**src/design/smalu_pkg.sv**
```systemverilog
package smalu_pkg;

  localparam int WORD_W          = 32;
  localparam int OP_W            = 4;
  localparam int STATUS_W        = 2;
  localparam int DEPTH_W         = 5;
  localparam int STACK_DEPTH_DEF = 16;
  localparam int S_TDATA_W       = 32;
  localparam int M_TDATA_W       = 40;
  localparam int STEP_W          = 5;

  // operation codes carried on the input tuser
  localparam logic [OP_W-1:0] OP_PUSH  = 4'd0;
  localparam logic [OP_W-1:0] OP_POP   = 4'd1;
  localparam logic [OP_W-1:0] OP_ADD   = 4'd2;
  localparam logic [OP_W-1:0] OP_SUB   = 4'd3;
  localparam logic [OP_W-1:0] OP_MUL   = 4'd4;
  localparam logic [OP_W-1:0] OP_DIV   = 4'd5;
  localparam logic [OP_W-1:0] OP_SHL   = 4'd6;
  localparam logic [OP_W-1:0] OP_SHR   = 4'd7;
  localparam logic [OP_W-1:0] OP_PRINT = 4'd8;

  // status codes
  localparam logic [STATUS_W-1:0] ST_OK      = 2'd0;
  localparam logic [STATUS_W-1:0] ST_FULL    = 2'd1;
  localparam logic [STATUS_W-1:0] ST_FEW     = 2'd2;
  localparam logic [STATUS_W-1:0] ST_DIVZERO = 2'd3;

  typedef enum logic [2:0] {
    S_IDLE,
    S_DECODE,
    S_POP,
    S_RD_R,
    S_RD_L,
    S_EXEC,
    S_FINISH
  } state_t;

  typedef enum logic [2:0] {
    FN_ADD,
    FN_SUB,
    FN_MUL,
    FN_DIV,
    FN_SHL,
    FN_SHR
  } alu_fn_t;

  typedef struct packed {
    logic    start;
    alu_fn_t fn;
  } alu_req_t;

  function automatic alu_fn_t op_to_fn(logic [OP_W-1:0] op);
    alu_fn_t fn;
    unique case (op)
      OP_SUB:  fn = FN_SUB;
      OP_MUL:  fn = FN_MUL;
      OP_DIV:  fn = FN_DIV;
      OP_SHL:  fn = FN_SHL;
      OP_SHR:  fn = FN_SHR;
      default: fn = FN_ADD;
    endcase
    return fn;
  endfunction

endpackage

```
**src/design/smalu_ram.sv**
```systemverilog
module smalu_ram #(
  parameter int WIDTH = smalu_pkg::WORD_W,
  parameter int DEPTH = smalu_pkg::STACK_DEPTH_DEF,
  parameter int AW    = (DEPTH > 1) ? $clog2(DEPTH) : 1
) (
  input  logic             clk,
  input  logic             we,
  input  logic [AW-1:0]    waddr,
  input  logic [WIDTH-1:0] wdata,
  input  logic [AW-1:0]    raddr,
  output logic [WIDTH-1:0] rdata
);

  logic [WIDTH-1:0] mem [DEPTH];

  always_ff @(posedge clk) begin
    if (we) begin
      mem[waddr] <= wdata;
    end
    rdata <= mem[raddr];
  end

endmodule

```
**src/design/smalu_unit.sv**
```systemverilog
module smalu_unit (
  input  logic                         clk,
  input  logic                         rst,
  input  smalu_pkg::alu_req_t          req,
  input  logic [smalu_pkg::WORD_W-1:0] lhs,
  input  logic [smalu_pkg::WORD_W-1:0] rhs,
  output logic                         done,
  output logic [smalu_pkg::WORD_W-1:0] value
);

  localparam int W = smalu_pkg::WORD_W;

  logic                        busy;
  logic                        fix;
  logic [smalu_pkg::STEP_W-1:0] step;
  smalu_pkg::alu_fn_t          fn_q;
  logic                        neg;
  logic [W-1:0]                acc;
  logic [W-1:0]                a;
  logic [W-1:0]                b;

  logic [W-1:0] simple_res;
  logic [W-1:0] lhs_mag;
  logic [W-1:0] rhs_mag;
  logic [W:0]   rem_shift;
  logic [W:0]   trial;
  logic         iterative;

  assign lhs_mag   = lhs[W-1] ? (~lhs + W'(1)) : lhs;
  assign rhs_mag   = rhs[W-1] ? (~rhs + W'(1)) : rhs;
  assign iterative = (req.fn == smalu_pkg::FN_MUL) || (req.fn == smalu_pkg::FN_DIV);

  // combinational result for the non-iterative ops
  always_comb begin
    case (req.fn)
      smalu_pkg::FN_SUB: simple_res = lhs - rhs;
      smalu_pkg::FN_SHL: simple_res = lhs << rhs[4:0];
      smalu_pkg::FN_SHR: simple_res = W'($signed(lhs) >>> rhs[4:0]);
      default:           simple_res = lhs + rhs;
    endcase
  end

  // restoring divide step: acc holds the partial remainder, a the dividend/quotient
  assign rem_shift = {acc, a[W-1]};
  assign trial     = rem_shift - {1'b0, b};

  always_ff @(posedge clk) begin
    if (rst) begin
      busy <= 1'b0;
      fix  <= 1'b0;
      done <= 1'b0;
    end else begin
      done <= 1'b0;
      fix  <= 1'b0;
      if (req.start && !iterative) begin
        done <= 1'b1;
      end else if (req.start) begin
        busy <= 1'b1;
      end else if (busy && step == '0) begin
        busy <= 1'b0;
        fix  <= 1'b1;
      end else if (fix) begin
        done <= 1'b1;
      end
    end
  end

  always_ff @(posedge clk) begin
    if (req.start) begin
      fn_q  <= req.fn;
      step  <= '1;
      acc   <= '0;
      value <= simple_res;
      if (req.fn == smalu_pkg::FN_DIV) begin
        a   <= lhs_mag;
        b   <= rhs_mag;
        neg <= lhs[W-1] ^ rhs[W-1];
      end else begin
        a   <= lhs;
        b   <= rhs;
        neg <= 1'b0;
      end
    end else if (busy) begin
      step <= step - smalu_pkg::STEP_W'(1);
      if (fn_q == smalu_pkg::FN_MUL) begin
        // shift-add: accumulate the shifted multiplicand per multiplier bit
        acc <= acc + (b[0] ? a : '0);
        a   <= {a[W-2:0], 1'b0};
        b   <= {1'b0, b[W-1:1]};
      end else begin
        if (!trial[W]) begin
          acc <= trial[W-1:0];
        end else begin
          acc <= rem_shift[W-1:0];
        end
        a <= {a[W-2:0], ~trial[W]};
      end
    end else if (fix) begin
      if (fn_q == smalu_pkg::FN_MUL) begin
        value <= acc;
      end else if (neg) begin
        value <= ~a + W'(1);
      end else begin
        value <= a;
      end
    end
  end

endmodule

```
**src/design/stack_machine_alu.sv**
```systemverilog
// RPN stack calculator: a bounded stack of signed 32-bit words with an ALU.
// Send one item per operation: tuser carries the op code (push, pop, add,
// sub, mul, div, shl, shr, print) and tdata the value that push stores.
// Every item returns exactly one result item with a status, the pushed,
// popped or computed word (zero on error), a printed flag and the stack depth
// after the operation. Errors (stack full, too few entries, divide by zero)
// leave the stack untouched. The block works on one item at a time and drops
// s_axis_tready while busy. Per item, push, unknown ops, stack full and too
// few entries pass through decode and finish back to idle; pop and print
// add one stack RAM read; divide by zero stops after the two operand reads;
// add, sub and shifts take two reads of the single-read-port stack RAM plus
// one pass through the ALU; mul and div take the same reads, then spend 32
// bit-serial steps, a sign fix and a done strobe in the shared ALU. The
// finished result waits in an output register, so the next item is accepted
// while the previous result is still pending; if that result is still
// waiting when the next one finishes, the block holds in its finish step
// until the receiver takes it.
module stack_machine_alu #(
  parameter int STACK_DEPTH = smalu_pkg::STACK_DEPTH_DEF
) (
  input  logic                               clk,
  input  logic                               rst,
  input  logic                               s_axis_tvalid,
  output logic                               s_axis_tready,
  input  logic [smalu_pkg::S_TDATA_W-1:0]    s_axis_tdata,  // value[31:0]
  input  logic [smalu_pkg::OP_W-1:0]         s_axis_tuser,  // op[3:0]
  output logic                               m_axis_tvalid,
  input  logic                               m_axis_tready,
  output logic [smalu_pkg::M_TDATA_W-1:0]    m_axis_tdata,  // status[1:0], result[33:2],
                                                            // depth[38:34], zero[39]
  output logic                               m_axis_tuser   // printed
);

  localparam int W      = smalu_pkg::WORD_W;
  localparam int CNT_W  = $clog2(STACK_DEPTH + 1);
  localparam int ADDR_W = $clog2(STACK_DEPTH);
  localparam int DW     = smalu_pkg::DEPTH_W;

  smalu_pkg::state_t   state;
  smalu_pkg::state_t   state_next;

  // latched item and operands
  logic [smalu_pkg::OP_W-1:0] op_q;
  logic [W-1:0]               val_q;
  logic [W-1:0]               r_q;
  logic [CNT_W-1:0]           cnt;

  // result being built
  logic [smalu_pkg::STATUS_W-1:0] res_status;
  logic [W-1:0]                   res_value;
  logic                           res_printed;

  // output register
  logic                           out_valid;
  logic [smalu_pkg::STATUS_W-1:0] out_status;
  logic [W-1:0]                   out_result;
  logic                           out_printed;
  logic [DW-1:0]                  out_depth;

  // stack RAM and ALU hookup
  logic              ram_we;
  logic [ADDR_W-1:0] ram_waddr;
  logic [W-1:0]      ram_wdata;
  logic [ADDR_W-1:0] ram_raddr;
  logic [W-1:0]      ram_rdata;
  smalu_pkg::alu_req_t alu_req;
  logic              alu_done;
  logic [W-1:0]      alu_value;

  logic             in_acc;
  logic             out_free;
  logic             is_push;
  logic             is_pop;
  logic             is_bin;
  logic             full;
  logic             empty;
  logic             few;
  logic             div_zero;
  logic [CNT_W-1:0] cnt_m1;
  logic [CNT_W-1:0] cnt_m2;
  logic [CNT_W+DW-1:0] cnt_wide;

  assign s_axis_tready = (state == smalu_pkg::S_IDLE);
  assign in_acc        = s_axis_tvalid && s_axis_tready;
  assign out_free      = !out_valid || m_axis_tready;

  assign is_push  = (op_q == smalu_pkg::OP_PUSH);
  assign is_pop   = (op_q == smalu_pkg::OP_POP) || (op_q == smalu_pkg::OP_PRINT);
  assign is_bin   = (op_q >= smalu_pkg::OP_ADD) && (op_q <= smalu_pkg::OP_SHR);
  assign full     = (cnt == CNT_W'(STACK_DEPTH));
  assign empty    = (cnt == '0);
  assign few      = (cnt < CNT_W'(2));
  assign div_zero = (op_q == smalu_pkg::OP_DIV) && (r_q == '0);
  assign cnt_m1   = cnt - CNT_W'(1);
  assign cnt_m2   = cnt - CNT_W'(2);
  // depth is reported modulo 32
  assign cnt_wide = {{DW{1'b0}}, cnt};

  smalu_ram #(
    .WIDTH (W),
    .DEPTH (STACK_DEPTH),
    .AW    (ADDR_W)
  ) u_stack (
    .clk   (clk),
    .we    (ram_we),
    .waddr (ram_waddr),
    .wdata (ram_wdata),
    .raddr (ram_raddr),
    .rdata (ram_rdata)
  );

  smalu_unit u_unit (
    .clk   (clk),
    .rst   (rst),
    .req   (alu_req),
    .lhs   (ram_rdata),
    .rhs   (r_q),
    .done  (alu_done),
    .value (alu_value)
  );

  always_ff @(posedge clk) begin
    if (rst) begin
      state <= smalu_pkg::S_IDLE;
    end else begin
      state <= state_next;
    end
  end

  // next state
  always_comb begin
    state_next = state;
    unique case (state)
      smalu_pkg::S_IDLE: begin
        if (in_acc) state_next = smalu_pkg::S_DECODE;
      end
      smalu_pkg::S_DECODE: begin
        if (is_pop && !empty) begin
          state_next = smalu_pkg::S_POP;
        end else if (is_bin && !few) begin
          state_next = smalu_pkg::S_RD_R;
        end else begin
          state_next = smalu_pkg::S_FINISH;
        end
      end
      smalu_pkg::S_POP:  state_next = smalu_pkg::S_FINISH;
      smalu_pkg::S_RD_R: state_next = smalu_pkg::S_RD_L;
      smalu_pkg::S_RD_L: begin
        state_next = div_zero ? smalu_pkg::S_FINISH : smalu_pkg::S_EXEC;
      end
      smalu_pkg::S_EXEC: begin
        if (alu_done) state_next = smalu_pkg::S_FINISH;
      end
      smalu_pkg::S_FINISH: begin
        if (out_free) state_next = smalu_pkg::S_IDLE;
      end
      default: state_next = smalu_pkg::S_IDLE;
    endcase
  end

  // RAM and ALU controls
  always_comb begin
    ram_we        = 1'b0;
    ram_waddr     = cnt[ADDR_W-1:0];
    ram_wdata     = val_q;
    ram_raddr     = cnt_m1[ADDR_W-1:0];
    alu_req.start = 1'b0;
    alu_req.fn    = smalu_pkg::op_to_fn(op_q);
    unique case (state)
      smalu_pkg::S_DECODE: begin
        // push writes above the top; pops and binaries read the top
        ram_we = is_push && !full;
      end
      smalu_pkg::S_RD_R: begin
        ram_raddr = cnt_m2[ADDR_W-1:0];
      end
      smalu_pkg::S_RD_L: begin
        alu_req.start = !div_zero;
      end
      smalu_pkg::S_EXEC: begin
        // result replaces the left operand
        ram_we    = alu_done;
        ram_waddr = cnt_m2[ADDR_W-1:0];
        ram_wdata = alu_value;
      end
      default: begin
      end
    endcase
  end

  // stack count
  always_ff @(posedge clk) begin
    if (rst) begin
      cnt <= '0;
    end else if (state == smalu_pkg::S_DECODE && is_push && !full) begin
      cnt <= cnt + CNT_W'(1);
    end else if (state == smalu_pkg::S_POP) begin
      cnt <= cnt_m1;
    end else if (state == smalu_pkg::S_EXEC && alu_done) begin
      cnt <= cnt_m1;
    end
  end

  // item, operands and result fields
  always_ff @(posedge clk) begin
    if (in_acc) begin
      op_q  <= s_axis_tuser;
      val_q <= s_axis_tdata;
    end
    if (state == smalu_pkg::S_RD_R) begin
      r_q <= ram_rdata;
    end
    unique case (state)
      smalu_pkg::S_DECODE: begin
        res_status  <= smalu_pkg::ST_OK;
        res_value   <= '0;
        res_printed <= 1'b0;
        if (is_push) begin
          if (full) begin
            res_status <= smalu_pkg::ST_FULL;
          end else begin
            res_value <= val_q;
          end
        end else if ((is_pop && empty) || (is_bin && few)) begin
          res_status <= smalu_pkg::ST_FEW;
        end
      end
      smalu_pkg::S_POP: begin
        res_value   <= ram_rdata;
        res_printed <= (op_q == smalu_pkg::OP_PRINT);
      end
      smalu_pkg::S_RD_L: begin
        if (div_zero) res_status <= smalu_pkg::ST_DIVZERO;
      end
      smalu_pkg::S_EXEC: begin
        if (alu_done) res_value <= alu_value;
      end
      default: begin
      end
    endcase
  end

  // output register: load on finish, hold until taken
  always_ff @(posedge clk) begin
    if (rst) begin
      out_valid <= 1'b0;
    end else if (state == smalu_pkg::S_FINISH && out_free) begin
      out_valid <= 1'b1;
    end else if (m_axis_tready) begin
      out_valid <= 1'b0;
    end
  end

  always_ff @(posedge clk) begin
    if (state == smalu_pkg::S_FINISH && out_free) begin
      out_status  <= res_status;
      out_result  <= res_value;
      out_printed <= res_printed;
      out_depth   <= cnt_wide[DW-1:0];
    end
  end

  assign m_axis_tvalid = out_valid;
  assign m_axis_tdata  = {1'b0, out_depth, out_result, out_status};
  assign m_axis_tuser  = out_printed;

endmodule

```
**config.mk**
```make
export PLATFORM = sky130hd
export DESIGN_NAME = stack_machine_alu
export DESIGN_NICKNAME = d
export VERILOG_FILES = /design/src/design/smalu_pkg.sv /design/src/design/smalu_ram.sv /design/src/design/smalu_unit.sv /design/src/design/stack_machine_alu.sv
export SDC_FILE = /design/constraint.sdc
export NUM_CORES = 2
export LEC_CHECK = 0
export BUFFER_PORTS_ARGS = -buffer_cell sky130_fd_sc_hd__buf_2
export CORE_ASPECT_RATIO = 0.5
export CORE_UTILIZATION = 40
export DETAILED_ROUTE_END_ITERATION = 12
export GPL_ROUTABILITY_DRIVEN = 1
export PLACE_DENSITY = 0.54
export REMOVE_ABC_BUFFERS = 1
export SLEW_MARGIN = 20
export SYNTH_ARGS = -nofsm -noshare
export SYNTH_HDL_FRONTEND = slang
export SYNTH_SLANG_ARGS = --single-unit
export TNS_END_PERCENT = 10
```
**constraint.sdc**
```tcl
create_clock -name clk -period 10 [get_ports clk]
set_input_delay 0.5 -clock clk [delete_from_list [all_inputs] [get_ports clk]]
set_output_delay 0.5 -clock clk [all_outputs]
set_load 0.01 [all_outputs]
```
* Word-level counts from Yosys, hierarchy flattened
Memory sizes are Yosys's and may differ from the RTL's. A register that Yosys moved wholly into a read port is not among the register bits.
Index checks and enable logic that the tools add are counted.
** Cells by class
- $add $sub $neg :: 11
- $lt $le $gt $ge :: 3
- Equality and inequality tests :: 25
- Shifts and indexed selects :: 2
- Muxes and demuxes :: 56
- Bitwise logic cells :: 6
- Reduce and logical (&&, ||, !) cells :: 45
** Operators with widths (count)
- 32-bit 2-to-1 mux :: 21
- 32-bit one-hot mux with 3 select lines :: 2
- 32-bit by 1-bit adder with 32-bit output, second input constant :: 3
- 32-bit inverter :: 3
- 32-bit adder :: 2
- 33-bit by 32-bit subtractor with 33-bit output :: 1
- 32-bit logical NOT :: 1
- 32-bit by 5-bit << shifter with 32-bit output :: 1
- 32-bit by 5-bit >>> shifter with 32-bit output :: 1
- 32-bit subtractor :: 1
- 3-bit one-hot mux with 7 select lines :: 1
- 4-bit by 3-bit equality test with 1-bit output, second input constant :: 4
- 3-bit by 2-bit equality test with 1-bit output, second input constant :: 5
- 3-bit equality test, second input constant :: 5
- 3-bit 2-to-1 mux :: 5
- 5-bit 2-to-1 mux :: 3
- 3-bit one-hot mux with 5 select lines :: 1
- 1-bit logical AND :: 14
- 1-bit 2-to-1 mux :: 14
- 2-bit nonzero test :: 7
- 5-bit logical NOT :: 2
- 2-bit AND reduction :: 5
- 5-bit by 1-bit subtractor with 5-bit output, second input constant :: 2
- 2-bit 2-to-1 mux :: 4
- other kinds (24) :: 40
** Word-level totals
- Bits in registers :: 292
- Memory bits (writable) :: 512
- Logic and storage cells :: 172
- Memories :: 1
** Memories
- u_stack.mem :: words 16, bits a word 32, read ports 1, clocked after memory_dff 1, write ports 1, RTL line smalu_ram.sv:14 : logic [WIDTH-1:0] mem [DEPTH];

* Logic depth before layout (Yosys ltp)
- Word-level depth :: 8
- Mapped depth :: 23

* By module
A second synthesis with hierarchy kept.
** Second synthesis, totals
- Cells, all modules :: 3369
- Area total of the unflattened synthesis :: 43186.4 um2
** Modules (own cells, without submodules)
- smalu_ram :: instances 1, cells an instance 838, area each 19835.3 um2
- smalu_unit :: instances 1, cells an instance 2141, area each 17176.5 um2
- stack_machine_alu :: instances 1, cells an instance 390, area each 6174.7 um2

* Worst setup path after synthesis
Ideal clock, no wire load.
- Path kind :: flip-flop to flip-flop
- From :: register r_q[1]
- To :: register u_unit.value[29] (netlist name) (data pin)
- Setup time :: 169 ps
- Data arrival time :: 4816 ps
- Path slack :: 5015 ps
- Cell stages (with the launch flop) :: 24
- Path buffers :: 4
- Path through :: edfxtp_1 clkbuf_1 buf_1 clkbuf_1 inv_1 ha_1 nor3b_1 nand2_1 nor3_1 nand2b_1 nor4_1 nor2_1 xnor2_1 ha_1 clkbuf_1 o211a_1 o21ai_0 or4b_1 o211a_1 o21ai_1 and3_1 o21ai_0 mux2i_1 o31ai_1
** On the way
- Cells in the longest elaborated chain, start to end :: 5
** RTL lines
- from (decl) :: RTL line stack_machine_alu.sv:45 : logic [W-1:0] r_q;
- from (signal assigned) :: RTL line stack_machine_alu.sv:211 : r_q <= ram_rdata;
- parallel branches: the longest is 4 deep, another holds 32-bit adder
- 32-bit 2-to-1 mux (*) :: RTL line smalu_unit.sv:69 : if (req.start) begin
- to (signal assigned) :: RTL line smalu_unit.sv:73 : value <= simple_res;
- to (signal assigned) :: RTL line smalu_unit.sv:102 : value <= ~a + W'(1);
- to (decl) :: RTL line smalu_unit.sv:8 : output logic [smalu_pkg::WORD_W-1:0] value
Every way passes the cells marked *.
A chain may end at the register's enable or synchronous reset.

* Final worst setup path
- From :: register r_q[0]
- To :: register u_unit.value[29] (netlist name) (data pin)
Same word-level chain as after synthesis.

==> results <==
- The final HPWL from detailed placement is 85400 µm.
- After synthesis, the share of flip-flops with an asynchronous set or reset is 0%.
- The clock-pin slew of the registers on the worst-case setup and hold paths is 0.08 ns.
- The total of fill cells in the finished design is between 9k and 10k.
- The xor-xnor portion of the synthesized cell area is 3.83%.
- The post-route clock period utilization is a little under 60%.
- The data arrival at the endpoint of the critical path is around 6.5 ns.
- In this run the deepest clock path goes through 3 buffers.
- Counting both buffers and inverters, the worst setup path holds a total of 0.
- The number of clock sinks is 836.
- The synthesized cell area is 43900 µm².
- Of the post-synthesis cell area, the part taken by muxes is 12.2%.
- At the worst endpoint, the required time is 10.51 ns.
- The path class of the lowest-slack min-delay path is input pin to flop.
- The Yosys step of the flow raised 0 warnings.
- Entering global routing, the biggest net connects 129 pins.
- The top cell type by area accounts for 51.6% of the synthesized area.
- The die width is ~470 µm.
- The first detailed-routing pass took 8 iterations.
- The detailed router finished its first iteration with approximately 3.1k violations.
- After detailed routing, the number of vias per cell comes to between 5 and 6.
- The proportion of layout cells with a drive suffix above 1 is 14.1%.
- The number of max-slew violations in the final report is 0.
- The number of stages on the worst setup path is 17.
- The total of max-cap violations is 0.
- Synthesis inferred 836 register bits.
- The critical path starts at r_q[0]$_DFFE_PP_.
- The kind of critical path is flop to flop.
- The worst setup skew after layout is 0.0249 ns.
- Summing the areas of all and, or, nand and nor instances in the mapped netlist gives 9.93% of the synthesized area.
- The most critical setup path has its endpoint at u_unit.value[29]$_DFFE_PP_.
- Across the whole layout, storage elements account for 24300 µm².
- Traced cell by cell, the critical path runs through nor3_1 -> nand2_1 -> nor3_1 -> nor3b_1 -> nor3b_1 -> nor4b_1 -> nor2_1 -> xnor2_1 -> ha_1 -> nand4_1 -> or4b_1 -> o211a_1 -> o21ai_1 -> and3_1 -> o21ai_0 -> mux2i_1 -> o31ai_1.
- The endpoint of the most critical register-to-register path is u_unit.value[29]$_DFFE_PP_.
- The routed length per instance is 25.5 µm.
- Leaving out fill and tap cells, the most frequent cell in the layout is edfxtp_1.
- The synthesized netlist devotes 12.3% of its cell area to compound gates.
- The die covers 111000 µm².
- The fraction of the mapped netlist area in adder cells is 3.16%.
- Global routing consumed, over all layers together, between 20% and 30% of the routing resources.
- Grouping stages by cell kind, the critical path spends the most delay in simple AND/OR/NAND/NOR gates.
- For flop-to-flop paths, the worst setup slack is 4.04 ns.
- The routed wire length is 130000 µm.
- From synthesis to final layout, the design area changed by 11.3%.
- For this run, the slowest stage of the critical path takes 0.62 ns.
- The leading register cell type out of synthesis is edfxtp_1.
- The total power of the final layout is 15.7 mW.
- The CTS tree is built.
- The later pin in the worst-skew pair is clocked with a latency of roughly 0.70 ns.
- The multi-input combinational cell area is 18400 µm².
- Setup total negative slack on the finished layout was measured at 0 ns.
- The total of buffers placed on input and output ports is 81.
- The leakage power figure is between 15 and 20 nW.
- Ranked by total cell area, the synthesized netlist is headed by edfxtp_1, mux4_2, dfxtp_1, nand2_1, ha_1.
- The initial antenna violation count came to 3.
- The final hold violation count is 0.
- The number of placed I/O pins is 83.
- The count of instances resized after the clock tree is built is 0.
- The tree is rooted in a clkbuf_16.
- The top fanout value on the critical path is 10.
- The floorplan step defined a core boundary enclosing 108000 µm².
- The CTS H-tree depth is 3.
- The number of enable flip-flop cells after synthesis is 755.
- The initial cell density of the core is 40.6%.
- Setup repair after global routing left no endpoint under its margin.
- Leaving out fill and tap cells, the most frequent cells in the layout are edfxtp_1, nand2_1, o21ai_0.
- The category of the worst setup path launch point is a flop.
- The final count of negative-setup-slack endpoints is 0.
- Once layout is complete, the utilization of the core stands at 45.2%.
- For the pin with the worst max-slew slack, the measured transition is 1.09 ns.
- For this design the ratio of total power to cell area is 321 nW/µm².
- The via count of the first global-routing pass is roughly 29k.
- The total number of vias is about 30k.
- The floorplan has 85 rows.
- The total CTS buffers is 81.
- The cell count after synthesis is 3570.
- The flow ran to the end, and the final reports show no timing, DRC or antenna violations.
- The count of different cell masters after synthesis is 92.
- After synthesis, the largest family of logic cells by area is compound AO/OA/AOI/OAI gates.
- edfxtp_1 takes more of the synthesized area than any other cell.
- The congestion estimate from routability-driven global placement came to 0.880.
- For this run the aggregate overflow at the end of global routing stands at 0.
- The remaining number of nets flagged by the antenna check after routing is 0.
- The number of remaining DRC errors is 0.
- The share of the Yosys chip area taken by registers is a little under three fifths.
- From bottom edge to top edge, the die measures 236 µm.
- The reg-to-reg critical path startpoint is r_q[0]$_DFFE_PP_.
- The master of the slowest instance on the critical path is edfxtp_1.
- The highest attainable clock frequency is 0.168 GHz.
- The sort of element at the end of the critical path is a flop.
- The worst pin sits at a relative slew slack of roughly 27%.
- The number of cell instances on the worst register-to-register path is 17.
- The clock period could shrink to 5.96 ns.
- At the end of the flow, the number of nets in the layout was 3756.
- The maximum resistive drop on vdd is ~0.00031 V.
- The mean instance size in the synthesized netlist is 12.3 µm².
- The global-route wire length before repair is around 190000 µm.
[flip-flops by register name, summed over array words and instances (netlist names), 4 cells and up]
| register | cells |
|---|---|
| u_stack.mem | 512 |
| out_result | 32 |
| r_q | 32 |
| res_value | 32 |
| u_stack.rdata | 32 |
| u_unit.a | 32 |
| u_unit.acc | 32 |
| u_unit.b | 32 |
| u_unit.value | 32 |
| val_q | 32 |
| cnt | 5 |
| out_depth | 5 |
| u_unit.step | 5 |
| op_q | 4 |
[layout make-up]
cell class | instances | area share [%]
Inverter | 112 | 0.866
Clock inverter | 37 | 0.973
Antenna cell | 3 | 0.0154
Timing Repair Buffer | 187 | 2.66
Clock buffer | 110 | 4.43
Tap cell | 1435 | 3.68
Multi-Input combinational cell | 2389 | 37.6
Sequential cell | 836 | 49.7
[layer usage]
layer	global-route usage, %	share of wire [%]	vias to the layer above
met2	35.6	45	1015
met3	3.54	6.7	152
met1	34.8	46	15100
met4	4.54	1.7	0
li1	-	-	13800
met5	0	0	-
[worst min-delay path by stage]
stage | endpoint | cells past startpoint | start | slack [ns]
2_1_floorplan | m_axis_tuser$_DFFE_PP_ | 0 | res_printed$_DFFE_PP_ | 0.40
3_3_place_gp | out_status[1]$_DFFE_PP_ | 0 | res_status[1]$_SDFFCE_PN1P_ | 0.41
3_5_place_dp | out_result[20]$_DFFE_PP_ | 0 | res_value[20]$_DFFE_PP_ | 0.41
4_1_cts | val_q[17]$_DFFE_PP_ | 1 | s_axis_tdata[17] | 0.01
5_1_grt | val_q[17]$_DFFE_PP_ | 1 | s_axis_tdata[17] | 0.009
6_report | val_q[17]$_DFFE_PP_ | 1 | s_axis_tdata[17] | 0.06
[power breakdown]
group,internal (mW),switching [mW]
Clock,1.70,1.39
Combinational,2.76,4.58
Sequential,4.71,0.543
[cells by family after synthesis]
logic type	Yosys count
adder cells (fa/ha/maj)	109
multiplexers	309
AO/OA/AOI/OAI	839
XOR/XNOR	192
flip-flops	836
AND/OR/NAND/NOR	939
buffers and inverters	345
other	1
[worst reg2reg max path, stage by stage, from the launching register on]
cell	delay (ns)
edfxtp_1	0.62
nor3_1	0.50
nand2_1	0.24
nor3_1	0.38
nor3b_1	0.39
nor3b_1	0.49
nor4b_1	0.40
nor2_1	0.11
xnor2_1	0.18
ha_1	0.42
nand4_1	0.14
or4b_1	0.51
o211a_1	0.26
o21ai_1	0.31
and3_1	0.23
o21ai_0	0.15
mux2i_1	0.16
o31ai_1	0.28
[timing repair]
| item | CTS | global route |
|---|---|---|
| hold buffers | 30 | 0 |
| setup buffers | 0 | 0 |
| hold endpoints to repair | 30 | 0 |
[Yosys cell counts (14+ instances only)]
master    instances
a211oi_1         73
a21o_1           27
a21oi_1         218
a222oi_1         33
a31oi_1          25
and2_1           39
and3_1           14
buf_1            21
buf_2            35
clkbuf_1        163
dfxtp_1          81
edfxtp_1        755
ha_1            106
inv_1           108
mux2_2           16
mux2i_1         112
mux4_2          181
nand2_1         371
nand2b_1         22
nand3_1          44
nand4_1          16
nor2_1          231
nor2b_1          47
nor3_1           57
nor4_1           20
o211ai_1         39
o21a_1           18
o21ai_0         218
o22ai_1          23
o31ai_1          34
or3_1            22
or4_1            15
xnor2_1          96
xor2_1           96
[through the flow]
step	setup slack, ns	hold WS, ns	cell area, µm²	std cells
after floorplan	-4.02	0.400	42900	3337
after global placement	4.37	0.405	45900	4929
after detailed placement	4.19	0.405	45900	4929
after CTS	4.10	0.0131	48800	5106
after global routing	3.60	0.00870	48800	5106
final	4.04	0.0559	48900	5109
Power figures use the tool's default switching activity.
